--- config.mk ---
export PLATFORM = sky130hd
export DESIGN_NAME = marker_table_nearest_search_flat
export DESIGN_NICKNAME = d
export VERILOG_FILES = /design/src/mtns_pkg.sv /design/src/mtns_req_if.sv /design/src/mtns_rsp_if.sv /design/src/mtns_ram.sv /design/src/marker_table_nearest_search.sv /design/src/flat_wrapper.sv
export SDC_FILE = /design/constraint.sdc
export NUM_CORES = 2
export LEC_CHECK = 0
export BUFFER_PORTS_ARGS = -buffer_cell sky130_fd_sc_hd__clkbuf_2
export CAP_MARGIN = 25
export CORE_MARGIN = 5
export CORE_UTILIZATION = 30
export DETAILED_ROUTE_END_ITERATION = 8
export GPL_ROUTABILITY_DRIVEN = 0
export SETUP_SLACK_MARGIN = 0.5
export SLEW_MARGIN = 10
export SYNTH_ARGS = -nofsm -noshare
export SYNTH_HDL_FRONTEND = slang
export SYNTH_SLANG_ARGS = --single-unit
--- constraint.sdc ---
create_clock -name clock -period 10.8 [get_ports clock]
set_input_delay 0.54 -clock clock [delete_from_list [all_inputs] [get_ports clock]]
set_output_delay 0.54 -clock clock [all_outputs]
set_load 0.02 [all_outputs]
--- src/mtns_pkg.sv ---
package mtns_pkg;

   localparam int MAX_MARKERS = 32;
   localparam int SLOT_W      = 5;
   localparam int CNT_W       = 6;
   localparam int POS_W       = 64;
   localparam int MODE_W      = 3;
   localparam int ENTRY_W     = POS_W + 1;

   typedef enum logic [MODE_W-1:0] {
      MODE_WRITE     = 3'd0,
      MODE_READ      = 3'd1,
      MODE_EXACT     = 3'd2,
      MODE_FIRST_OFF = 3'd3,
      MODE_CLOSEST   = 3'd4
   } mode_type;

   typedef enum logic [1:0] {
      ST_IDLE,
      ST_START,
      ST_SCAN,
      ST_DONE
   } state_type;

   typedef struct packed {
      logic [MODE_W-1:0]       mode;
      logic [SLOT_W-1:0]       marker_slot;
      logic                    new_enabled;
      logic signed [POS_W-1:0] new_position;
      logic signed [POS_W-1:0] query_time;
   } req_item_type;

endpackage

--- src/mtns_req_if.sv ---
interface mtns_req_if import mtns_pkg::*; ();
   logic                    valid;
   logic                    ready;
   logic [MODE_W-1:0]       mode;
   logic [SLOT_W-1:0]       marker_slot;
   logic                    new_enabled;
   logic signed [POS_W-1:0] new_position;
   logic signed [POS_W-1:0] query_time;

   modport source (output valid, mode, marker_slot, new_enabled, new_position, query_time,
                   input ready);
   modport sink   (input valid, mode, marker_slot, new_enabled, new_position, query_time,
                   output ready);
endinterface

--- src/mtns_rsp_if.sv ---
interface mtns_rsp_if import mtns_pkg::*; ();
   logic                    valid;
   logic                    ready;
   logic                    found;
   logic [SLOT_W-1:0]       slot_found;
   logic                    slot_enabled;
   logic signed [POS_W-1:0] slot_position;
   logic signed [POS_W-1:0] query_offset;

   modport source (output valid, found, slot_found, slot_enabled, slot_position,
                   query_offset, input ready);
   modport sink   (input valid, found, slot_found, slot_enabled, slot_position,
                   query_offset, output ready);
endinterface

--- src/mtns_ram.sv ---
module mtns_ram #(
   parameter int WIDTH = 8,
   parameter int DEPTH = 32
) (
   input  logic                                     clock,
   input  logic                                     wr_en,
   input  logic [(DEPTH > 1 ? $clog2(DEPTH) : 1)-1:0] wr_addr,
   input  logic [WIDTH-1:0]                         wr_data,
   input  logic                                     rd_en,
   input  logic [(DEPTH > 1 ? $clog2(DEPTH) : 1)-1:0] rd_addr,
   output logic [WIDTH-1:0]                         rd_data
);

   logic [WIDTH-1:0] mem_ff [DEPTH];
   logic [WIDTH-1:0] rd_data_ff;

   always_ff @(posedge clock) begin
      if (wr_en) begin
         mem_ff[wr_addr] <= wr_data;
      end
      if (rd_en) begin
         rd_data_ff <= mem_ff[rd_addr];
      end
   end

   assign rd_data = rd_data_ff;

endmodule

--- src/marker_table_nearest_search.sv ---
// A write, an out-of-range read or a spare mode goes from the start state straight to the
// done state and the response register; a read scans its one slot and the three search modes
// scan N slots, N = marker count in use (min(csr, 32)), one slot per cycle through the RAM.
// One request word is worked at a time: a new word is taken only once the last response is loaded.
// Reset (synchronous, active high) clears all slot valid bits (table reads as all zero),
// sets the marker count to 32 and empties the response register.
module marker_table_nearest_search import mtns_pkg::*; (
   input  logic               clock,
   input  logic               reset,
   mtns_req_if.sink           req_chan,
   mtns_rsp_if.source         rsp_chan,
   input  logic               csr_wr_en,
   input  logic [CNT_W-1:0]   csr_wr_data
);

   // ---------------------------------------------------------------- control state
   state_type          state_ff, state_in;
   req_item_type       item_ff;
   logic [CNT_W-1:0]   marker_count_ff;
   logic [CNT_W-1:0]   slots_used;

   // One valid bit per slot; a slot never written reads as disabled, position zero.
   logic [MAX_MARKERS-1:0] valid_ff;

   // Scan address generator: reads slots issue_idx .. issue_end-1.
   logic [CNT_W-1:0]   issue_idx_ff, issue_end_ff;

   // Stage 1: RAM read in flight.
   logic               p1_vld_ff;
   logic [SLOT_W-1:0]  p1_idx_ff;

   // Stage 2: entry with its distance and equality flag.
   logic               s2_vld_ff;
   logic [SLOT_W-1:0]  s2_idx_ff;
   logic               s2_en_ff;
   logic [POS_W-1:0]   s2_pos_ff;
   logic [POS_W-1:0]   s2_dist_ff;
   logic               s2_eq_ff;

   // Running best match.
   logic               have_ff;
   logic [SLOT_W-1:0]  best_idx_ff;
   logic               best_en_ff;
   logic [POS_W-1:0]   best_pos_ff;
   logic [POS_W-1:0]   best_dist_ff;

   // Response register, parts the two sides.
   logic               rsp_vld_ff;
   logic               rsp_found_ff;
   logic [SLOT_W-1:0]  rsp_slot_ff;
   logic               rsp_en_ff;
   logic [POS_W-1:0]   rsp_pos_ff;
   logic [POS_W-1:0]   rsp_delta_ff;

   // ---------------------------------------------------------------- comb control
   logic               accept;
   logic               slot_in_range;
   logic               scan_go;
   logic               start_write;
   logic               issue_rd;
   logic               pipe_busy;
   logic               load_out;
   logic               take;

   logic [ENTRY_W-1:0] ram_rd_data;
   logic               entry_en;
   logic [POS_W-1:0]   entry_pos;
   logic [POS_W-1:0]   q_bias, p_bias;
   logic [POS_W:0]     diff_qp;
   logic [POS_W-1:0]   diff_pq;
   logic [POS_W-1:0]   entry_dist;

   // count in use saturates at the table depth
   assign slots_used = (marker_count_ff > CNT_W'(MAX_MARKERS)) ? CNT_W'(MAX_MARKERS)
                                                                : marker_count_ff;
   assign slot_in_range = ({1'b0, item_ff.marker_slot} < slots_used);

   assign accept   = req_chan.valid && req_chan.ready;
   assign issue_rd = (state_ff == ST_SCAN) && (issue_idx_ff < issue_end_ff);
   assign pipe_busy = issue_rd || p1_vld_ff || s2_vld_ff;

   always_comb begin
      case (item_ff.mode)
         MODE_READ:      scan_go = slot_in_range;
         MODE_EXACT:     scan_go = 1'b1;
         MODE_FIRST_OFF: scan_go = 1'b1;
         MODE_CLOSEST:   scan_go = 1'b1;
         default:        scan_go = 1'b0;
      endcase
   end

   // next state
   always_comb begin
      state_in = state_ff;
      case (state_ff)
         ST_IDLE: begin
            if (accept) state_in = ST_START;
         end
         ST_START: begin
            state_in = scan_go ? ST_SCAN : ST_DONE;
         end
         ST_SCAN: begin
            if (!pipe_busy) state_in = ST_DONE;
         end
         ST_DONE: begin
            if (load_out) state_in = ST_IDLE;
         end
         default: state_in = ST_IDLE;
      endcase
   end

   // control outputs
   always_comb begin
      req_chan.ready = 1'b0;
      start_write    = 1'b0;
      load_out       = 1'b0;
      case (state_ff)
         ST_IDLE:  req_chan.ready = 1'b1;
         ST_START: start_write = (item_ff.mode == MODE_WRITE) && slot_in_range;
         ST_SCAN:  ;
         ST_DONE:  load_out = !rsp_vld_ff || rsp_chan.ready;
         default:  ;
      endcase
   end

   // ---------------------------------------------------------------- table memory
   mtns_ram #(
      .WIDTH (ENTRY_W),
      .DEPTH (MAX_MARKERS)
   ) u_table (
      .clock   (clock),
      .wr_en   (start_write),
      .wr_addr (item_ff.marker_slot),
      .wr_data ({item_ff.new_enabled, item_ff.new_position}),
      .rd_en   (issue_rd),
      .rd_addr (issue_idx_ff[SLOT_W-1:0]),
      .rd_data (ram_rd_data)
   );

   // mask entries never written since reset
   assign entry_en  = ram_rd_data[POS_W] && valid_ff[p1_idx_ff];
   assign entry_pos = valid_ff[p1_idx_ff] ? ram_rd_data[POS_W-1:0] : '0;

   // |query - pos| on offset-binary values, both differences in parallel
   assign q_bias     = item_ff.query_time ^ {1'b1, {(POS_W-1){1'b0}}};
   assign p_bias     = entry_pos ^ {1'b1, {(POS_W-1){1'b0}}};
   assign diff_qp    = {1'b0, q_bias} - {1'b0, p_bias};
   assign diff_pq    = p_bias - q_bias;
   assign entry_dist = diff_qp[POS_W] ? diff_pq : diff_qp[POS_W-1:0];

   // does the stage 2 entry replace the best so far
   always_comb begin
      case (item_ff.mode)
         MODE_READ:      take = !have_ff;
         MODE_EXACT:     take = !have_ff && s2_en_ff && s2_eq_ff;
         MODE_FIRST_OFF: take = !have_ff && !s2_en_ff;
         MODE_CLOSEST:   take = s2_en_ff && (!have_ff || (s2_dist_ff < best_dist_ff));
         default:        take = 1'b0;
      endcase
   end

   // ---------------------------------------------------------------- registers
   always_ff @(posedge clock) begin
      if (reset) begin
         state_ff        <= ST_IDLE;
         marker_count_ff <= CNT_W'(MAX_MARKERS);
         valid_ff        <= '0;
         p1_vld_ff       <= 1'b0;
         s2_vld_ff       <= 1'b0;
         rsp_vld_ff      <= 1'b0;
      end else begin
         state_ff <= state_in;
         if (csr_wr_en) marker_count_ff <= csr_wr_data;
         if (start_write) valid_ff[item_ff.marker_slot] <= 1'b1;
         p1_vld_ff <= issue_rd;
         s2_vld_ff <= p1_vld_ff;
         if (load_out) begin
            rsp_vld_ff <= 1'b1;
         end else if (rsp_chan.ready) begin
            rsp_vld_ff <= 1'b0;
         end
      end
   end

   // datapath, no reset needed
   always_ff @(posedge clock) begin
      if (accept) item_ff <= {req_chan.mode, req_chan.marker_slot, req_chan.new_enabled,
                              req_chan.new_position, req_chan.query_time};

      if (state_ff == ST_START) begin
         if (item_ff.mode == MODE_READ) begin
            issue_idx_ff <= {1'b0, item_ff.marker_slot};
            issue_end_ff <= {1'b0, item_ff.marker_slot} + CNT_W'(1);
         end else begin
            issue_idx_ff <= '0;
            issue_end_ff <= slots_used;
         end
         // a write echoes the slot as it now stands
         have_ff      <= start_write;
         best_idx_ff  <= start_write ? item_ff.marker_slot : '0;
         best_en_ff   <= start_write && item_ff.new_enabled;
         best_pos_ff  <= start_write ? item_ff.new_position : '0;
         best_dist_ff <= '0;
      end else begin
         if (issue_rd) issue_idx_ff <= issue_idx_ff + CNT_W'(1);
         if (s2_vld_ff && take) begin
            have_ff      <= 1'b1;
            best_idx_ff  <= s2_idx_ff;
            best_en_ff   <= s2_en_ff;
            best_pos_ff  <= s2_pos_ff;
            best_dist_ff <= s2_dist_ff;
         end
      end

      p1_idx_ff  <= issue_idx_ff[SLOT_W-1:0];
      s2_idx_ff  <= p1_idx_ff;
      s2_en_ff   <= entry_en;
      s2_pos_ff  <= entry_pos;
      s2_dist_ff <= entry_dist;
      s2_eq_ff   <= (entry_pos == item_ff.query_time);

      if (load_out) begin
         rsp_found_ff <= have_ff;
         rsp_slot_ff  <= best_idx_ff;
         rsp_en_ff    <= best_en_ff;
         rsp_pos_ff   <= best_pos_ff;
         rsp_delta_ff <= (have_ff && (item_ff.mode == MODE_CLOSEST))
                         ? (item_ff.query_time - best_pos_ff) : '0;
      end
   end

   assign rsp_chan.valid         = rsp_vld_ff;
   assign rsp_chan.found         = rsp_found_ff;
   assign rsp_chan.slot_found    = rsp_slot_ff;
   assign rsp_chan.slot_enabled  = rsp_en_ff;
   assign rsp_chan.slot_position = rsp_pos_ff;
   assign rsp_chan.query_offset  = rsp_delta_ff;

`ifndef SYNTHESIS
   // a taken request word always starts work on the next cycle
   a_accept_starts: assert property (@(posedge clock) disable iff (reset)
      accept |=> (state_ff == ST_START))
      else $error("request taken without starting work");

   // scan never reads past the slots in use
   a_issue_bound: assert property (@(posedge clock) disable iff (reset)
      issue_rd |-> (issue_idx_ff < slots_used))
      else $error("scan read beyond count in use");

   // result is only formed once the scan pipeline has drained
   a_done_drained: assert property (@(posedge clock) disable iff (reset)
      (state_ff == ST_DONE) |-> (!p1_vld_ff && !s2_vld_ff))
      else $error("result formed with scan data in flight");

   // a reported slot is always inside the count in use
   a_found_range: assert property (@(posedge clock) disable iff (reset)
      (rsp_vld_ff && rsp_found_ff) |-> ({1'b0, rsp_slot_ff} < slots_used))
      else $error("found slot outside count in use");
`endif

endmodule
--- src/flat_wrapper.sv ---
// flat-port wrapper written by rule: the top's interface ports become plain ports
module marker_table_nearest_search_flat import mtns_pkg::*;
  (clock, reset, csr_wr_en, csr_wr_data, req_chan_valid, req_chan_mode, req_chan_marker_slot, req_chan_new_enabled, req_chan_new_position, req_chan_query_time, req_chan_ready, rsp_chan_valid, rsp_chan_found, rsp_chan_slot_found, rsp_chan_slot_enabled, rsp_chan_slot_position, rsp_chan_query_offset, rsp_chan_ready);
  mtns_req_if req_chan_i ();
  mtns_rsp_if rsp_chan_i ();
  input  logic clock;
  input  logic reset;
  input  logic csr_wr_en;
  input  logic [CNT_W-1:0] csr_wr_data;
  input wire logic [$bits(req_chan_i.valid)-1:0] req_chan_valid;
  input wire logic [$bits(req_chan_i.mode)-1:0] req_chan_mode;
  input wire logic [$bits(req_chan_i.marker_slot)-1:0] req_chan_marker_slot;
  input wire logic [$bits(req_chan_i.new_enabled)-1:0] req_chan_new_enabled;
  input wire logic [$bits(req_chan_i.new_position)-1:0] req_chan_new_position;
  input wire logic [$bits(req_chan_i.query_time)-1:0] req_chan_query_time;
  output wire logic [$bits(req_chan_i.ready)-1:0] req_chan_ready;
  output wire logic [$bits(rsp_chan_i.valid)-1:0] rsp_chan_valid;
  output wire logic [$bits(rsp_chan_i.found)-1:0] rsp_chan_found;
  output wire logic [$bits(rsp_chan_i.slot_found)-1:0] rsp_chan_slot_found;
  output wire logic [$bits(rsp_chan_i.slot_enabled)-1:0] rsp_chan_slot_enabled;
  output wire logic [$bits(rsp_chan_i.slot_position)-1:0] rsp_chan_slot_position;
  output wire logic [$bits(rsp_chan_i.query_offset)-1:0] rsp_chan_query_offset;
  input wire logic [$bits(rsp_chan_i.ready)-1:0] rsp_chan_ready;
  assign req_chan_i.valid = req_chan_valid;
  assign req_chan_i.mode = req_chan_mode;
  assign req_chan_i.marker_slot = req_chan_marker_slot;
  assign req_chan_i.new_enabled = req_chan_new_enabled;
  assign req_chan_i.new_position = req_chan_new_position;
  assign req_chan_i.query_time = req_chan_query_time;
  assign req_chan_ready = req_chan_i.ready;
  assign rsp_chan_valid = rsp_chan_i.valid;
  assign rsp_chan_found = rsp_chan_i.found;
  assign rsp_chan_slot_found = rsp_chan_i.slot_found;
  assign rsp_chan_slot_enabled = rsp_chan_i.slot_enabled;
  assign rsp_chan_slot_position = rsp_chan_i.slot_position;
  assign rsp_chan_query_offset = rsp_chan_i.query_offset;
  assign rsp_chan_i.ready = rsp_chan_ready;
  marker_table_nearest_search u_core (.clock(clock), .reset(reset), .req_chan(req_chan_i), .rsp_chan(rsp_chan_i), .csr_wr_en(csr_wr_en), .csr_wr_data(csr_wr_data));
endmodule
# Word level (Yosys, flattened, before mapping)
# Memories as Yosys holds them, arrays and structs flattened. A register that Yosys moved wholly into a read port is not among the register bits.
# Index checks and enable logic that the tools add are counted.
# totals
memories	1
word_cells	117
in_bits	148
register_bits	602
ram_bits	2080
# classes
eq_ne	11
addsub	5
order_cmp	7
n_bitwise	3
muxes	35
n_reduce_logical	26
# mem_list
memory	words	word_bits	read_ports	rd_clocked_by_memory_dff	wr	line	rtl
u_core.u_table.mem_ff	32	65	1	1	1	mtns_ram.sv:14	logic [WIDTH-1:0] mem_ff [DEPTH];
# ops
operator	count
two-way mux 64 bit	5
subtractor 64 bit	2
subtractor 64 x 64 -> 65 bit	1
equality test 64 bit	1
less-than comparator 64 bit	1
bitwise OR 32 bit	1
two-way mux 6 bit	4
two-way mux 5 bit	4
two-way mux 1 bit	14
logical AND 1 bit	12
less-than comparator 5 x 6 -> 1 bit (second input constant)	2
case mux 2 bit (4 select lines)	1
adder 5 x 1 -> 6 bit (second input constant)	1
adder 6 x 1 -> 6 bit (second input constant)	1
equality test 3 x 2 -> 1 bit (second input constant)	2
> comparator 6 bit (second input constant)	1
less-than comparator 5 x 6 -> 1 bit	1
less-than comparator 6 bit	1
two-way mux 2 bit	3
nonzero test 2 bit	3
binary-select mux 1 bit (select 5 bit)	1
demux 1 bit (select 5 bit)	1
greater-or-equal comparator 5 x 1 -> 1 bit (second input constant)	1
equality test 2 bit (second input constant)	2
other kinds (14)	21

# Logic depth before layout (Yosys ltp)
# logic_depth
ltp_word	7
mapped_depth	22
depth_no_buf	17

# Hierarchy
# A second synthesis with hierarchy kept.
# hier_totals
hier_cells	6513
hier_area_um2	113918.0
# modules_own_cells
module	n_inst	seq_area_each_um2	area_each_um2	cells_per_inst
mtns_ram	1	64411.8	80845.0	3147
marker_table_nearest_search	1	15605.0	33073.0	3366

# Least setup slack after synthesis
# No wires, ideal clock.
# synth_timing
kind	reg2reg
from	reg u_core.item_ff[129] in the netlist's numbering
to	mem u_core.u_table.mem_ff[27][0] in the netlist's numbering, enable pin
required_time_ns	10.232
path_stages_with_launch	12
arrival_time_ns	6.693
path_buffers	2
path_slack_ns	3.540
synth_period_minus_slack_ns	7.260
path_cell_list	edfxtp_1 > or3b_1 > a21o_1 > a21o_1 > a21o_1 > a21oi_1 > or2_1 > and4b_1 > buf_2 > buf_2 > nand2_1 > nor3_1
# synth_via
elab_chain_len	5
# synth_lines
element	line	rtl
start, declared	marker_table_nearest_search.sv:18	req_item_type item_ff;
start signal, assigned	marker_table_nearest_search.sv:187	if (accept) item_ff <= {req_chan.mode, req_chan.marker_slot, req_chan.new_enabled,
less-than comparator 5 x 6 -> 1 bit	marker_table_nearest_search.sv:76	assign slot_in_range = ({1'b0, item_ff.marker_slot} < slots_used);
logical AND 1 bit	marker_table_nearest_search.sv:119	ST_START: start_write = (item_ff.mode == MODE_WRITE) && slot_in_range;
two-way mux 1 bit	marker_table_nearest_search.sv:117	case (state_ff)
two-way mux 1 bit	mtns_ram.sv:18	if (wr_en) begin
two-way mux 1 bit (not written as such)	mtns_ram.sv:19	mem_ff[wr_addr] <= wr_data;
end, declared	mtns_ram.sv:14	
# Several ways; a longest one is shown, not always the timed one.

# Worst setup path in the final report
# layout_timing
from	reg u_core.p1_idx_ff[0]
to	reg u_core.s2_dist_ff[7]
# layout_via
elab_chain_len	6
elab_cells_between_ends	7
# layout_lines
element	line	rtl
start, declared	marker_table_nearest_search.sv:30	logic [SLOT_W-1:0] p1_idx_ff;
start signal, assigned	marker_table_nearest_search.sv:215	p1_idx_ff <= issue_idx_ff[SLOT_W-1:0];
binary-select mux 1 bit (select 5 bit) *	marker_table_nearest_search.sv:142	assign entry_pos = valid_ff[p1_idx_ff] ? ram_rd_data[POS_W-1:0] : '0;
two-way mux 1 bit (not written as such) *	marker_table_nearest_search.sv:142	
two-way mux 64 bit *	marker_table_nearest_search.sv:142	
inverter 1 bit (no source line)	n/a	
subtractor 64 x 64 -> 65 bit	marker_table_nearest_search.sv:147	assign diff_qp = {1'b0, q_bias} - {1'b0, p_bias};
two-way mux 64 bit *	marker_table_nearest_search.sv:149	assign entry_dist = diff_qp[POS_W] ? diff_pq : diff_qp[POS_W-1:0];
via u_core.entry_dist[7]	marker_table_nearest_search.sv:71	logic [POS_W-1:0] entry_dist;
end signal, assigned	marker_table_nearest_search.sv:219	s2_dist_ff <= entry_dist;
end, declared	marker_table_nearest_search.sv:37	logic [POS_W-1:0] s2_dist_ff;
# The timed path passes the listed nets; every way through them passes the cells marked *. The select of a mux whose other input is x is not followed.
# A chain may end at the register's enable or synchronous reset.

==> run metrics <==
run status=completed; commonest non-fill, non-tap cell in the layout=sky130_fd_sc_hd__edfxtp_1; number of maximum-capacitance constraint violations=0; final number of max-transition violations=0; maximum number of pins on one net before global-route repair=132; TritonCTS Buffers=286; boundary pin count=285; post-route core utilization=34.9%; clk root buf=sky130_fd_sc_hd__clkbuf_16; post-route clock period utilization=63.1%; number of enable-type register cells in the synthesized netlist=2500; post-CTS repair timing setup buffer count=0; count of cells along the worst register-to-register path=17; starting DRC count in detailed routing=8330; critical path's slowest cell=sky130_fd_sc_hd__nor2_4; first-pass GRT wire length=512 mm; Worst Path Required=11.57 ns; category of cells accounting for the largest share of critical-path delay=multiplexers; Post-Syn Nets=8024; count of TritonRoute iterations in the first routing pass=8; fraction of the yosys area taken by sequential cells=69.3%; count of different cell masters after synthesis=103; Synth Area per Inst=15.2 um^2; final hold violation count=0; max_slew headroom=24.8%; maximum clock skew at final layout=0.0568 ns; dominant cells by area after synthesis=sky130_fd_sc_hd__edfxtp_1 65%, sky130_fd_sc_hd__mux4_2 5.8%, sky130_fd_sc_hd__dfxtp_1 4.3%; post-synthesis to final-layout area growth=15.8%; arrival time of the worst setup path=7.59 ns; hold-critical path depth=1; startpoint type of the worst setup path=register; clk slew on worst S/H paths=0.06 ns; largest fanout of any net on the critical path=65; starting density of the core=30.2%; TritonCTS clock tree=built; Horiz. Die Dim=630 um; endpoint of the worst hold-timing path=u_core.item_ff[117]$_DFFE_PP_; number of global-route vias before repair=69300; number of port buffers=284; WL per Instance=27.1 um; post-placement cell area=123000 um^2; Leakage Power=45.6 nW; final setup violation count=0; top_reg_cell synth=sky130_fd_sc_hd__edfxtp_1; peak supply drop=0.157 mV; share of layout cells above drive strength 1=16.8%; top-area cell type share of the netlist area=65.0%; minimum hold slack=0.0268 ns; most frequent cells in the layout=2500 x sky130_fd_sc_hd__edfxtp_1, 566 x sky130_fd_sc_hd__nand2_1, 544 x sky130_fd_sc_hd__a21oi_1; post-synthesis instance area=116000 um^2; Remaining Overflow, GRT=0; class of the most critical hold timing path=input port to register; Skew-Pair Late Insertion Delay=0.88 ns; launch point of the worst hold path=req_chan_new_position[53]; vias per inst=5.28; endpoint type of the worst setup path=register; total design power=33.6 mW; Reg-to-Reg End=u_core.s2_dist_ff[7]$_DFF_P_; biggest area consumer among synthesized cells=sky130_fd_sc_hd__edfxtp_1; half-perimeter wire length of the detailed placement result=225 mm; number of standard cells after synthesis=7602; critical path cell sequence=mux4_2, mux4_2, mux2_2, buf_4, nand2_1, ha_1, a21oi_1, o21a_1, a2bb2oi_1, a211o_1, nand3_1, nor2_4, buf_4, mux2_4, a221o_1, a21oi_2, xnor2_1; post-detailed-route count of antenna-violating nets=0; clock net sink count=2747; total track usage=17.5%; Die Outline Area=398000 um^2; fillcell total=36200; via count=70500; post-cts gate resize count=0; Worst-Margin Slew=1.13 ns; Die H=630 um; number of antenna violations at the first check in global routing=43; maximum clock frequency=0.147 GHz; routed wire length=362 mm; Site Rows=227; critical path class=register to register; Final #Nets=8523; post-synthesis sequential element count=2747; post-route cell area=134000 um^2; Pwr Density=251 nW/um^2; RSZ-0062 raised after global routing=no; r2r startpoint=u_core.p1_idx_ff[0]$_DFF_P_; number of buffers and inverters on the critical path=2; shortest period the worst path allows=6.82 ns; maximum clock path buffer count=4; core region area=383000 um^2; highest cell delay on the worst timing path=0.74 ns; DRC violations left=0; H-tree Lvls=5; slack of the worst reg-to-reg path=3.98 ns; share of flip-flops with an asynchronous set or reset=0%; warning count from the yosys run=0; setup total negative slack=0 ns
-- how the worst max path moves through the flow --
| stage | from | endpoint | depth (start not counted) | slack, ns |
|---|---|---|---|---|
| finish | u_core.p1_idx_ff[0]$_DFF_P_ | u_core.s2_dist_ff[7]$_DFF_P_ | 17 | 3.98 |
| detailed placement | u_core.p1_idx_ff[0]$_DFF_P_ | u_core.s2_dist_ff[59]$_DFF_P_ | 18 | 4.18 |
| global placement | u_core.p1_idx_ff[0]$_DFF_P_ | u_core.s2_dist_ff[7]$_DFF_P_ | 17 | 4.31 |
| CTS | u_core.p1_idx_ff[0]$_DFF_P_ | u_core.s2_dist_ff[59]$_DFF_P_ | 18 | 4.17 |
| global route | u_core.p1_idx_ff[0]$_DFF_P_ | u_core.s2_dist_ff[7]$_DFF_P_ | 17 | 3.73 |
| floorplan | u_core.item_ff[129]$_DFFE_PP_ | u_core.u_table.mem_ff[27][0]$_DFFE_PP_ | 11 | 3.54 |
-- logic make-up (layout without fill, tap and decap cells) --
logic type	Yosys count	after routing	share of synthesized area, %
flip-flops	2747	2747	69.3
AO/OA/AOI/OAI	1621	1621	8.66
AND/OR/NAND/NOR	1236	1236	4.93
multiplexers	812	812	10.4
buffers and inverters	794	1509	2.83
adder cells (fa/ha/maj)	274	274	2.99
XOR/XNOR	118	118	0.895
other	0	9	0
-- power by group --
group / internal [mW] / switching (mW) / leakage (nW)
clock: 5.37 / 4.13 / 4.31
sequential: 12.9 / 0.711 / 24.6
combinational: 3.74 / 6.78 / 16.7
total: 22.0 / 11.6 / 45.6
-- Yosys cell counts (6+ instances only) --
master and instances:
sky130_fd_sc_hd__a211oi_1 22, sky130_fd_sc_hd__a21boi_0 6, sky130_fd_sc_hd__a21o_1 105, sky130_fd_sc_hd__a21oi_1 545, sky130_fd_sc_hd__a221oi_1 6, sky130_fd_sc_hd__a31o_2 7, sky130_fd_sc_hd__a31oi_1 22, sky130_fd_sc_hd__and2_1 22
sky130_fd_sc_hd__and3_1 19, sky130_fd_sc_hd__buf_1 46, sky130_fd_sc_hd__buf_2 120, sky130_fd_sc_hd__buf_4 25, sky130_fd_sc_hd__clkbuf_1 215, sky130_fd_sc_hd__dfxtp_1 247, sky130_fd_sc_hd__edfxtp_1 2500, sky130_fd_sc_hd__ha_1 271
sky130_fd_sc_hd__inv_1 382, sky130_fd_sc_hd__mux2_2 125, sky130_fd_sc_hd__mux2i_1 386, sky130_fd_sc_hd__mux4_2 300, sky130_fd_sc_hd__nand2_1 567, sky130_fd_sc_hd__nand2b_1 28, sky130_fd_sc_hd__nand3_1 52, sky130_fd_sc_hd__nand4_1 64
sky130_fd_sc_hd__nor2_1 264, sky130_fd_sc_hd__nor2b_1 22, sky130_fd_sc_hd__nor3_1 57, sky130_fd_sc_hd__nor4_1 9, sky130_fd_sc_hd__o211ai_1 22, sky130_fd_sc_hd__o21a_1 36, sky130_fd_sc_hd__o21ai_0 447, sky130_fd_sc_hd__o21ai_1 7
sky130_fd_sc_hd__o21bai_1 58, sky130_fd_sc_hd__o221ai_1 184, sky130_fd_sc_hd__o22ai_1 73, sky130_fd_sc_hd__o31ai_1 16, sky130_fd_sc_hd__or2_2 8, sky130_fd_sc_hd__or3_1 76, sky130_fd_sc_hd__xnor2_1 70, sky130_fd_sc_hd__xor2_1 48
-- cell type report --
| cell class | instances | area [um^2] | share of cell area [%] |
|---|---|---|---|
| Sequential cell | 2747 | 80000 | 59.8 |
| Multi-Input combinational cell | 4061 | 32500 | 24.3 |
| Clock buffer | 358 | 7630 | 5.70 |
| Tap cell | 5038 | 6300 | 4.71 |
| Timing Repair Buffer | 623 | 4590 | 3.43 |
| Inverter | 382 | 1430 | 1.07 |
| Clock inverter | 146 | 1190 | 0.890 |
| Antenna cell | 9 | 22.5 | 0.0168 |
-- flip-flops by register name, indices dropped and copies added (netlist names), 5 cells and up --
register / count
u_core.item_ff: 137
u_core.valid_ff: 32
u_core.rsp_chan.query_offset: 64
u_core.u_table.mem_ff: 2080
u_core.rsp_chan.slot_found: 5
u_core.s2_dist_ff: 64
u_core.p1_idx_ff: 5
u_core.s2_pos_ff: 64
u_core.best_pos_ff: 64
u_core.issue_end_ff: 6
u_core.s2_idx_ff: 5
u_core.marker_count_ff: 6
u_core.u_table.rd_data: 65
u_core.rsp_chan.slot_position: 64
u_core.best_idx_ff: 5
u_core.issue_idx_ff: 6
u_core.best_dist_ff: 64
-- metrics by stage --
step	std cells	worst slack, ns
3_3_place_gp	12700	4.31
6_report	13400	3.98
4_1_cts	13300	4.17
3_5_place_dp	12700	4.18
2_1_floorplan	7602	3.54
5_1_grt	13400	3.73
-- repair_timing --
item,4_1_cts,5_1_grt
hold buffers,140,2
hold endpoints to repair,140,2
endpoints found under the setup margin,0,0
-- routing by layer --
metal,wire (um),part of all wire [%],track usage [%]
met4,16700,4.6,7.04
met2,171000,47,28.6
met1,144000,40,23.0
met3,31100,8.6,3.25
met5,175,0.048,0
Power figures use the tool's default switching activity.
